File: src/hdl/ppip_pkg.sv
// Shared types, widths and codes for the pivot partition block.
`default_nettype none
package ppip_pkg;

  localparam int KEY_W     = 64;
  localparam int POS_W     = 10;
  // Pointer span covers 0 .. 1024 (one past the last 10-bit position).
  localparam int PTR_W     = POS_W + 1;
  localparam int ACT_W     = 2;
  localparam int DEPTH_DEF = 1024;

  localparam logic [ACT_W-1:0] ACT_WRITE = 2'd0;
  localparam logic [ACT_W-1:0] ACT_READ  = 2'd1;
  localparam logic [ACT_W-1:0] ACT_CRACK = 2'd2;

  typedef logic signed [KEY_W-1:0] key_t;
  typedef logic [POS_W-1:0]        pos_t;
  typedef logic [PTR_W-1:0]        ptr_t;
  typedef logic [ACT_W-1:0]        act_t;

  // Controller to datapath commands.
  typedef struct packed {
    logic latch;        // capture the accepted item
    logic wr_item;      // write key_value at address
    logic rd_addr;      // read entry at address
    logic rd_lp;        // read entry at left pointer
    logic rd_rp;        // read entry at right pointer
    logic lp_inc;
    logic rp_dec;
    logic save_lkey;    // hold the left key for a swap
    logic wr_lp_rdata;  // first half of swap
    logic wr_rp_lkey;   // second half of swap
    logic load_res;     // move result into the output register
  } cmd_t;

  // Datapath to controller status.
  typedef struct packed {
    logic lp_lt_rp;     // left <= right
    logic lp1_lt_rp;    // left < right
    logic below;        // read data below pivot
  } sts_t;

endpackage
`default_nettype wire

File: src/hdl/ppip_ctrl.sv
// Sequencer for write, read and the two-pointer crack loop.
`default_nettype none
module ppip_ctrl (
  input  wire             clk,
  input  wire             rst_n,
  input  wire             in_valid,
  input  ppip_pkg::act_t  in_action,
  output logic            in_ready,
  input  wire             out_ready,
  output logic            out_valid,
  input  ppip_pkg::sts_t  sts,
  output ppip_pkg::cmd_t  cmd
);
  import ppip_pkg::*;

  typedef enum logic [3:0] {
    S_IDLE, S_WR, S_RD, S_LCHK, S_LEVAL, S_RCHK, S_REVAL, S_SWAP, S_FIN
  } state_t;

  state_t state_r, state_nxt;
  logic   out_valid_r, out_valid_nxt;
  logic   in_xfer;

  assign in_ready  = (state_r == S_IDLE);
  assign out_valid = out_valid_r;
  assign in_xfer   = in_valid && in_ready;

  always_comb begin
    state_nxt     = state_r;
    cmd           = '0;
    out_valid_nxt = out_valid_r && !out_ready;
    unique case (state_r)
      S_IDLE: begin
        if (in_xfer) begin
          cmd.latch = 1'b1;
          unique case (in_action)
            ACT_WRITE: state_nxt = S_WR;
            ACT_READ:  state_nxt = S_RD;
            ACT_CRACK: state_nxt = S_LCHK;
            default:   state_nxt = S_FIN;
          endcase
        end
      end
      S_WR: begin
        cmd.wr_item = 1'b1;
        state_nxt   = S_FIN;
      end
      S_RD: begin
        cmd.rd_addr = 1'b1;
        state_nxt   = S_FIN;
      end
      S_LCHK: begin
        if (sts.lp_lt_rp) begin
          cmd.rd_lp = 1'b1;
          state_nxt = S_LEVAL;
        end else begin
          state_nxt = S_FIN;
        end
      end
      S_LEVAL: begin
        if (sts.below) begin
          cmd.lp_inc = 1'b1;
          state_nxt  = S_LCHK;
        end else begin
          cmd.save_lkey = 1'b1;
          state_nxt     = S_RCHK;
        end
      end
      S_RCHK: begin
        if (sts.lp_lt_rp) begin
          cmd.rd_rp = 1'b1;
          state_nxt = S_REVAL;
        end else begin
          state_nxt = S_LCHK;
        end
      end
      S_REVAL: begin
        if (!sts.below) begin
          cmd.rp_dec = 1'b1;
          state_nxt  = S_RCHK;
        end else if (sts.lp1_lt_rp) begin
          cmd.wr_lp_rdata = 1'b1;
          state_nxt       = S_SWAP;
        end else begin
          // right pointer met left on a low key: outer loop steps over it
          state_nxt = S_LCHK;
        end
      end
      S_SWAP: begin
        cmd.wr_rp_lkey = 1'b1;
        cmd.lp_inc     = 1'b1;
        cmd.rp_dec     = 1'b1;
        state_nxt      = S_LCHK;
      end
      S_FIN: begin
        if (!out_valid_r || out_ready) begin
          cmd.load_res  = 1'b1;
          out_valid_nxt = 1'b1;
          state_nxt     = S_IDLE;
        end
      end
      default: state_nxt = S_IDLE;
    endcase
  end

  always_ff @(posedge clk) begin
    if (!rst_n) begin
      state_r     <= S_IDLE;
      out_valid_r <= 1'b0;
    end else begin
      state_r     <= state_nxt;
      out_valid_r <= out_valid_nxt;
    end
  end

  a_busy_after_xfer: assert property (@(posedge clk) disable iff (!rst_n)
    in_xfer |=> (state_r != S_IDLE))
    else $error("accepted item did not start work");

  a_result_from_fin: assert property (@(posedge clk) disable iff (!rst_n)
    $rose(out_valid_r) |-> ($past(state_r) == S_FIN))
    else $error("result appeared outside finish step");

  a_swap_order: assert property (@(posedge clk) disable iff (!rst_n)
    (state_r == S_SWAP) |-> ($past(state_r) == S_REVAL))
    else $error("swap second half without first half");

endmodule
`default_nettype wire

File: config.mk
export PLATFORM = sky130hd
export DESIGN_NAME = ppip_ctrl
export DESIGN_NICKNAME = d
export VERILOG_FILES = /design/src/hdl/ppip_pkg.sv /design/src/hdl/ppip_ctrl.sv
export SDC_FILE = /design/constraint.sdc
export NUM_CORES = 1
export LEC_CHECK = 0
export ABC_AREA = 1
export BUFFER_PORTS_ARGS = -buffer_cell sky130_fd_sc_hd__buf_2
export CORE_AREA = 10 10 47 49
export CTS_BUF_LIST = sky130_fd_sc_hd__clkbuf_2
export DETAILED_ROUTE_END_ITERATION = 16
export DIE_AREA = 0 0 57 59
export PLACE_DENSITY = 0.75
export SLEW_MARGIN = 0
export SYNTH_ARGS = -nofsm -noshare
export SYNTH_HDL_FRONTEND = slang
export SYNTH_SLANG_ARGS = --single-unit
File: constraint.sdc
create_clock -name clk -period 1.2 [get_ports clk]
set_clock_uncertainty 0.1 [all_clocks]
set_input_delay 0.18 -clock clk [delete_from_list [all_inputs] [get_ports clk]]
set_output_delay 0.18 -clock clk [all_outputs]
set_load 0.05 [all_outputs]
==> results.json, run 1 <==
{
  "antenna_found_initial": 0,
  "crit_type": "reg2out",
  "path_cells": "inv_4, nand2_8, nor2_4, inv_2, nor3_4, buf_6",
  "drive_gt1_share_pct": 70.0,
  "postSynthCellCount": 81,
  "post_synth.cell_area_avg_um2": 6.23,
  "wl_per_cell_um": 11.8,
  "fp.dieH_um": 59,
  "cts_buffers": 3,
  "path_buf_inv": 3,
  "synth_top_family_by_area": "simple AND/OR/NAND/NOR gates",
  "status": "complete, but fails checks",
  "crit_family": "flip-flops",
  "grt_overflow": 0,
  "cts_tree": "yes",
  "drt_iter0_markers": 22,
  "p_leak_nw": 0.494,
  "cts_max_path_buffers": 2,
  "clock.fmax_mhz": 682,
  "cp_slowest_cell": "dfxtp_4",
  "setup_viol": 15,
  "cp-start-kind": "flop",
  "post-route-util_pct": 73.9,
  "cellPowerDensity_mw_per_mm2": 734,
  "cp_slowest_stage_delay_ns": 0.36,
  "crit_fanout": 6,
  "yosysWarnings": 0,
  "stdcell_area_mm2": 0.00104,
  "wl_met3_um": 49,
  "synthXorXnorAreaFrac_pct": 0,
  "ant_nets": 0,
  "setup_tns_ns": -2.74,
  "core_area_mm2": 0.00140,
  "synthAdderAreaFrac_pct": 7.44,
  "worst_slack_ns": -0.265,
  "seq_area_frac_synth_pct": 19.9,
  "nFillCells": 106,
  "worstSkewPairLatency_ns": 0.21,
  "wl_met1_um": 621,
  "syn_nets": 93,
  "min_period_ns": 1.47,
  "n_antenna_cell": 0,
  "total_power_mw": 0.761,
  "drcViolationCount": 0,
  "ys_ff_latch": 5,
  "syn_to_final_growth_pct": 105,
  "grt_max_degree": 9,
  "htree_num_levels": 1,
  "slew_headroom_pct": 83.4,
  "fp-row-count": 14,
  "vias": 630,
  "cp_data_arrival_time_ns": 1.19,
  "rsz0062_at_grt": "yes",
  "dieArea_mm2": 0.00336,
  "clock_sinks": 5,
  "synth-simple-area-share_pct": 51.4,
  "synth.distinct_cells": 21,
  "grt_first_pass_wirelength_um": 2640,
  "synth_area_um2": 504,
  "synth-compound-area-share_pct": 5.46,
  "hold_class": "in2reg",
  "hpwl_um": 1190,
  "top_layer_used": "met4",
  "cp_data_required_time_ns": 0.92,
  "clk_pin_slew_worst_paths_ns": 0.05,
  "portBuffers": 21,
  "end_kind": "output port",
  "ir_worst_vdd_mv": 0.576,
  "violations": "setup timing",
  "grt_pass1_vias": 635,
  "final_nets": 133,
  "globalplace.congestion": 0.750,
  "fin_crit_sh_pct": 122,
  "maxCapViolCount": 0,
  "gr-usage-all-layers_pct": 9.24,
  "io_pins": 22,
  "clockRootBuffer": "clkbuf_2",
  "cts_hold_buffers": 0,
  "multi_input_area_um2": 467,
  "placed_area_um2": 791,
  "seq_area_um2": 119,
  "routed-wl-met2_um": 922,
  "muxShareOfSynthArea_pct": 0,
  "worstMarginPinSlew_ns": 0.251,
  "die_x_um": 57,
  "hold_viol": 0,
  "start_util_pct": 36.0,
  "maxSlewViolCount": 0,
  "via_per_inst": 4.63,
  "firstDrtPassIters": 4,
  "wirelength_um": 1600
}
## cell usage in the layout (no fill, tap or decap), drive strengths merged
cell type / Yosys / routed
a21oi: 2 / 2
a31oi: 1 / 1
buf: 1 / 36
clkbuf: 0 / 4
clkinv: 1 / 1
clkinvlp: 0 / 2
dfxtp: 5 / 5
ha: 3 / 3
inv: 17 / 15
nand2: 20 / 20
nand3: 4 / 4
nand4: 1 / 1
nor2: 21 / 21
nor3: 2 / 2
o21ai: 1 / 1
o22ai: 1 / 1
or2: 1 / 1
## timing repair
item	CTS	global route
setup buffers	2	3
setup endpoints to repair	17	16
pin swaps	4	10
resized for setup	38	18
## sequential cells by signal, indices dropped and copies added, names as in the netlist
name,cells
out_valid,1
state_r,4
## kinds of logic after synthesis
kind of cell / count (synthesis)
adders and majority gates: 3
buffers and inverters: 19
AOI/OAI and AO/OA: 5
DFF: 5
and+or+nand+nor: 49
## power by group
part	internal [mW]	switching, mW	leakage, nW
registers	0.173	0.0222	0.0445
logic	0.180	0.233	0.432
clock network	0.0884	0.0641	0.0166
total	0.441	0.320	0.494
## metrics by stage
stage / setup slack (ns) / instances / hold slack [ns]
2_1_floorplan: -0.155 / 81 / 0.272
3_3_place_gp: -0.212 / 128 / 0.376
3_5_place_dp: -0.253 / 128 / 0.392
4_1_cts: -0.272 / 134 / 0.173
5_1_grt: -0.359 / 136 / 0.177
6_report: -0.265 / 136 / 0.155
## worst reg2reg max path, cell delays in order, from the launching register on
cell,delay [ns]
dfxtp_4,0.42
clkinv_4,0.09
nand2_4,0.10
buf_6,0.12
nor2_4,0.04
buf_4,0.12
nand2_1,0.04
nand2_1,0.05
nand2_1,0.07
nor2_2,0.04
## synth_stat cells, drive strengths merged
cell type   n  area, µm²
a21oi       2       10.0
a31oi       1       6.26
buf         1       11.3
clkinv      1       5.00
dfxtp       5        100
ha          3       37.5
inv        17       63.8
nand2      20       97.6
nand3       4       20.0
nand4       1       6.26
nor2       21        114
nor3        2       15.0
o21ai       1       5.00
o22ai       1       6.26
or2         1       6.26
## metal layers
layer	GRT usage, %	vias to the layer above
met3	2.58	2
met1	9.35	290
li1	-	327
met4	3.36	0
met5	0	-
met2	17.5	11
## final cells by class
cell class | count | share of cell area [%]
sequential | 5 | 11.5
tap | 16 | 1.93
clock buffer | 4 | 1.93
multi-input combinational | 57 | 45.0
inverter | 18 | 8.45
timing repair buffer | 36 | 31.2
## worst paths after layout
path / from / end / slack [ns] / cells past startpoint
worst max-delay path: state_r[3] / cmd[2] / -0.27 / 6
worst min-delay path: rst_n / state_r[3] / 0.16 / 3
worst max register to register: state_r[0] / state_r[1] / -0.10 / 9
worst min register to register: out_valid / out_valid / 0.58 / 4
Power figures use the tool's default switching activity.
==> inputs of run 2 (changes only) <==
Settings changed: ABC_AREA 1 to 0, PLACE_DENSITY 0.75 to 0.71, REMOVE_ABC_BUFFERS set to 1, SKIP_CTS_REPAIR_TIMING set to 1.
==> results.json, run 2 <==
{
  "wl_per_cell_um": 14.6,
  "antenna_found_initial": 0,
  "seq_area_frac_synth_pct": 22.2,
  "sequentialPowerShare_pct": 27.4,
  "htree_num_levels": 1,
  "slew_headroom_pct": 80.6,
  "nFillCells": 125,
  "final_cell_mix": "13 x buf_6, 13 x buf_4, 9 x buf_2",
  "die_x_um": 57,
  "synthTopCellsByCount": "6 x nand2_1, 5 x a21oi_1, 5 x dfxtp_1, 5 x nor2_1, 5 x nor3_1",
  "globalplace.congestion": 0.828,
  "status": "complete, but fails checks",
  "ys.flop_type": "dfxtp_1",
  "io_pins": 22,
  "cts_tree": "yes",
  "fp-row-count": 14,
  "ant_nets": 0,
  "pwr-share-comb_pct": 47.8,
  "pre_cts_ws_ns": -0.274,
  "path_cells": "nand2b_2, nor3_1, buf_4",
  "fp.dieH_um": 59,
  "maxSlewViolCount": 0,
  "drive_gt1_share_pct": 64.6,
  "fin_crit_sh_pct": 135,
  "syn_to_final_growth_pct": 99.7,
  "cp_data_arrival_time_ns": 1.34,
  "worst_hold_slack_ns": 0.158,
  "hpwl_um": 1180,
  "grt_pass1_vias": 573,
  "ir_worst_vdd_mv": 0.474,
  "hold_viol": 0,
  "post_synth.cell_area_avg_um2": 7.15,
  "r2r_start": "state_r[1]",
  "clk_pin_slew_worst_paths_ns": 0.06,
  "total_power_mw": 0.691,
  "grt_max_degree": 12,
  "clock_sinks": 5,
  "maxCapViolCount": 0,
  "violations": "setup timing",
  "clockPowerShare_pct": 24.8,
  "portBuffers": 21,
  "setup_tns_ns": -4.18,
  "yosysTopAreaCell": "dfxtp_1",
  "worstSkewPairLatency_ns": 0.24,
  "final_nets": 112,
  "cp_slowest_stage_delay_ns": 0.37,
  "min_from": "rst_n",
  "synthArstFlopShare_pct": 0,
  "ys_ff_latch": 5,
  "clockRootBuffer": "clkbuf_2",
  "synthTopCellsByArea": "dfxtp_1 22%, ha_1 8.3%, a21oi_1 5.6%",
  "via_per_inst": 5.11,
  "synthMostInstantiatedCell": "nand2_1",
  "crit_type": "reg2out",
  "min_period_ns": 1.62,
  "cp_data_required_time_ns": 0.92,
  "wirelength_um": 1680,
  "cts_buffers": 3,
  "n_antenna_cell": 0,
  "crit_fanout": 8,
  "p_leak_nw": 0.387,
  "synth_area_um2": 450,
  "synth.distinct_cells": 26,
  "cts_max_path_buffers": 2,
  "firstDrtPassIters": 4,
  "clock.fmax_mhz": 619,
  "crit_start": "state_r[3]",
  "cp-start-kind": "flop",
  "dieArea_mm2": 0.00336,
  "swShare_pct": 40.7,
  "drt_iter0_markers": 8,
  "gr-usage-all-layers_pct": 8.80,
  "cp_slowest_cell": "dfxtp_2",
  "grt_first_pass_wirelength_um": 2430,
  "vias": 588,
  "start_util_pct": 32.1,
  "largest_reg_flops": 4,
  "post-route-util_pct": 64.2,
  "core_area_mm2": 0.00140,
  "end_kind": "output port",
  "regMostFlops": "state_r",
  "synth_edf_count": 0,
  "hold_class": "in2reg",
  "drcViolationCount": 0,
  "setup_viol": 16,
  "cellPowerDensity_mw_per_mm2": 768,
  "power.net_switching_mw": 0.282,
  "synth_top_area_share_pct": 22.2,
  "worstMarginPinSlew_ns": 0.290,
  "grt_overflow": 0,
  "rsz0062_at_grt": "yes",
  "worst_slack_ns": -0.416,
  "yosysWarnings": 0,
  "intPower_mw": 0.409,
  "postSynthCellCount": 63
}
==> run 2: cell types whose count changed after synthesis, moves of 3 or more <==
cell	previous run	this run
a21oi_1	2	5
buf_2	0	3
inv_1	14	3
inv_2	3	0
nand2_1	15	6
nand2_2	3	0
nand2b_1	0	3
nor2_1	11	5
nor2_2	8	0
nor2b_1	0	4
nor3_1	1	5
==> run 2: logic make-up after synthesis <==
logic type | count (synthesis) | synth area share (%)
AOI/OAI and AO/OA | 13 | 17.5
adders and majority gates | 3 | 8.33
buffers and inverters | 7 | 7.50
DFF | 5 | 22.2
and+or+nand+nor | 35 | 44.4
==> run 2: final timing paths <==
check             depth (start not counted)  slack (ns)          to
setup / recovery                          3       -0.42      cmd[6]
hold / removal                            3        0.16  state_r[3]
setup reg to reg                          4       -0.23  state_r[0]
hold reg to reg                           2        0.51  state_r[1]
==> run 2: layout make-up <==
class | instances | area, µm² | share of cell area (%)
flip-flops and latches | 5 | 113 | 12.5
inverters | 3 | 11.3 | 1.25
multi-input cells | 51 | 427 | 47.4
clock buffers | 4 | 20.0 | 2.23
well taps | 16 | 20.0 | 2.23
repair buffers | 36 | 309 | 34.4
==> run 2: stage by stage <==
step | std cells | instance area (µm²)
6_report | 115 | 900
2_1_floorplan | 59 | 428
4_1_cts | 113 | 683
3_5_place_dp | 109 | 663
5_1_grt | 115 | 900
3_3_place_gp | 109 | 663
==> run 2: metal layers <==
metal / routed length (µm) / global-route usage (%) / vias to the layer above / part of all wire [%]
li1: - / - / 295 / -
met1: 670 / 9.46 / 269 / 40
met2: 874 / 14.4 / 20 / 52
met3: 89 / 2.79 / 4 / 5.3
met4: 44 / 6.04 / 0 / 2.6
met5: 0 / 0 / - / 0
==> run 2: worst max-delay path, delay by kind of cell, from the launching register on <==
kind | cells | cell delay [ns]
simple gates | 2 | 0.48
flops | 1 | 0.37
buf+inv | 1 | 0.24
==> run 2: power groups by stage <==
stage / registers [mW] / clock network, mW / logic [mW]
after detailed placement: 0.193 / 0 / 0.252
after floorplan: 0.206 / 0 / 0.134
final: 0.190 / 0.171 / 0.330
after global placement: 0.192 / 0 / 0.247
after CTS: 0.189 / 0.165 / 0.253
after global routing: 0.190 / 0.175 / 0.352
==> inputs of run 3 (changes only) <==
Settings changed: ABC_CLOCK_PERIOD_IN_PS set to 1200, SKIP_CTS_REPAIR_TIMING 1 to not set.
==> results.json, run 3 (synthesized netlist as in run 2, its figures left out) <==
{
  "maxCapViolCount": 0,
  "io_pins": 22,
  "place_inst": 109,
  "die_x_um": 57,
  "p_leak_nw": 0.414,
  "worst_slack_ns": -0.343,
  "syn_to_final_growth_pct": 112,
  "dieArea_mm2": 0.00336,
  "fp.dieH_um": 59,
  "clock.fmax_mhz": 648,
  "slew_headroom_pct": 82.8,
  "start_util_pct": 32.1,
  "end_kind": "output port",
  "vias": 612,
  "sequentialPowerShare_pct": 27.3,
  "swShare_pct": 40.8,
  "r2r_cells": 4,
  "grt_first_pass_wirelength_um": 2820,
  "hold_class": "in2reg",
  "clock_sinks": 5,
  "maxSlewViolCount": 0,
  "final_nets": 115,
  "nFillCells": 112,
  "via_per_inst": 5.19,
  "crit_fanout": 7,
  "cp_slowest_stage_delay_ns": 0.37,
  "clockPowerShare_pct": 23.8,
  "cts_max_path_buffers": 2,
  "crit_start": "state_r[2]",
  "gr-usage-all-layers_pct": 10.4,
  "wirelength_um": 1790,
  "worstSkewPairLatency_ns": 0.24,
  "fin_crit_sh_pct": 129,
  "holdPathStages": 3,
  "layout.cells.non_filler": 118,
  "grt_pass1_vias": 619,
  "crit_type": "reg2out",
  "drcViolationCount": 0,
  "hold-path-endpoint": "state_r[3]",
  "hpwl_um": 1180,
  "path_buf_inv": 2,
  "ant_nets": 0,
  "setup_viol": 15,
  "drive_gt1_share_pct": 66.7,
  "path_cells": "buf_6, nor3_4, nand2_1, nor2_2, buf_6",
  "n_antenna_cell": 0,
  "drt_iter0_markers": 13,
  "largest_reg_flops": 4,
  "antenna_found_initial": 0,
  "clk_pin_slew_worst_paths_ns": 0.07,
  "cp_data_arrival_time_ns": 1.26,
  "firstDrtPassIters": 4,
  "total_power_mw": 0.707,
  "cts_hold_buffers": 0,
  "power.net_switching_mw": 0.289,
  "final_cell_mix": "16 x buf_4, 12 x buf_6, 9 x buf_2",
  "cp_common_cell": "buf_6",
  "reg2reg_slack_ns": -0.24,
  "grt_max_degree": 9,
  "portBuffers": 21,
  "hold_viol": 0,
  "clockRootBuffer": "clkbuf_2",
  "r2r_start": "state_r[1]",
  "min_from": "rst_n",
  "cts_buffers": 3,
  "cp_data_required_time_ns": 0.92,
  "status": "complete, but fails checks",
  "grt_overflow": 0,
  "intPower_mw": 0.418,
  "regToRegEndpoint": "state_r[0]",
  "cp-start-kind": "flop",
  "regMostFlops": "state_r",
  "wl_per_cell_um": 15.2,
  "worstMarginPinSlew_ns": 0.257,
  "globalplace.congestion": 0.828,
  "cellPowerDensity_mw_per_mm2": 740,
  "setup_tns_ns": -4.03,
  "crit_family": "flip-flops",
  "cp_slowest_cell": "dfxtp_4",
  "post-route-util_pct": 68.2,
  "ir_worst_vdd_mv": 0.519,
  "pwr-share-comb_pct": 48.9,
  "rsz0062_at_grt": "yes",
  "fp-row-count": 14,
  "htree_num_levels": 1,
  "layout_commonest_cell": "buf_4",
  "core_area_mm2": 0.00140,
  "violations": "setup timing",
  "cts_tree": "yes",
  "pre_cts_ws_ns": -0.274,
  "min_period_ns": 1.54
}
==> run 3: area by class of cell <==
type                       count  area, µm²  share of cell area (%)
sequential                     5        115                    12.0
inverter                       3       11.3                    1.18
tap                           16       20.0                    2.09
multi-input combinational     51        449                    47.0
timing repair buffer          39        340                    35.6
clock buffer                   4       20.0                    2.09
==> run 3: metal layers <==
layer,global-route usage [%],wire length (µm)
met2,16.7,958
met5,0,0
met1,10.9,673
met4,7.72,51
met3,3.65,112
==> run 3: metrics by stage <==
stage	hold slack [ns]	instance area (µm²)
after CTS	0.174	930
after global placement	0.392	663
after floorplan	0.208	428
final	0.163	956
after global routing	0.185	956
after detailed placement	0.399	663
==> run 3: power groups by stage <==
stage	registers, mW	logic, mW	clock network (mW)
2_1_floorplan	0.206	0.134	0
3_3_place_gp	0.192	0.247	0
3_5_place_dp	0.193	0.252	0
4_1_cts	0.193	0.349	0.164
5_1_grt	0.194	0.369	0.175
6_report	0.193	0.346	0.169
==> run 3: worst max path at each step <==
stage,endpoint,depth (start not counted)
floorplan,cmd[9],2
global placement,state_r[3],4
detailed placement,state_r[3],4
CTS,cmd[0],5
global route,cmd[0],5
finish,cmd[0],5
==> run 3: timing repair <==
| item | CTS | global route |
|---|---|---|
| pin swaps | 12 | 8 |
| cloned | 1 | 0 |
| setup buffers | 5 | 3 |
| resized for setup | 46 | 13 |
| endpoints found under the setup margin | 17 | 17 |
==> run 3: worst reg2reg max path: cells and delay by family (launching register included) <==
family	cells	cell delay [ns]
AO/OA/AOI/OAI	1	0.06
buffers and inverters	1	0.14
flip-flops	1	0.36
AND/OR/NAND/NOR	2	0.66
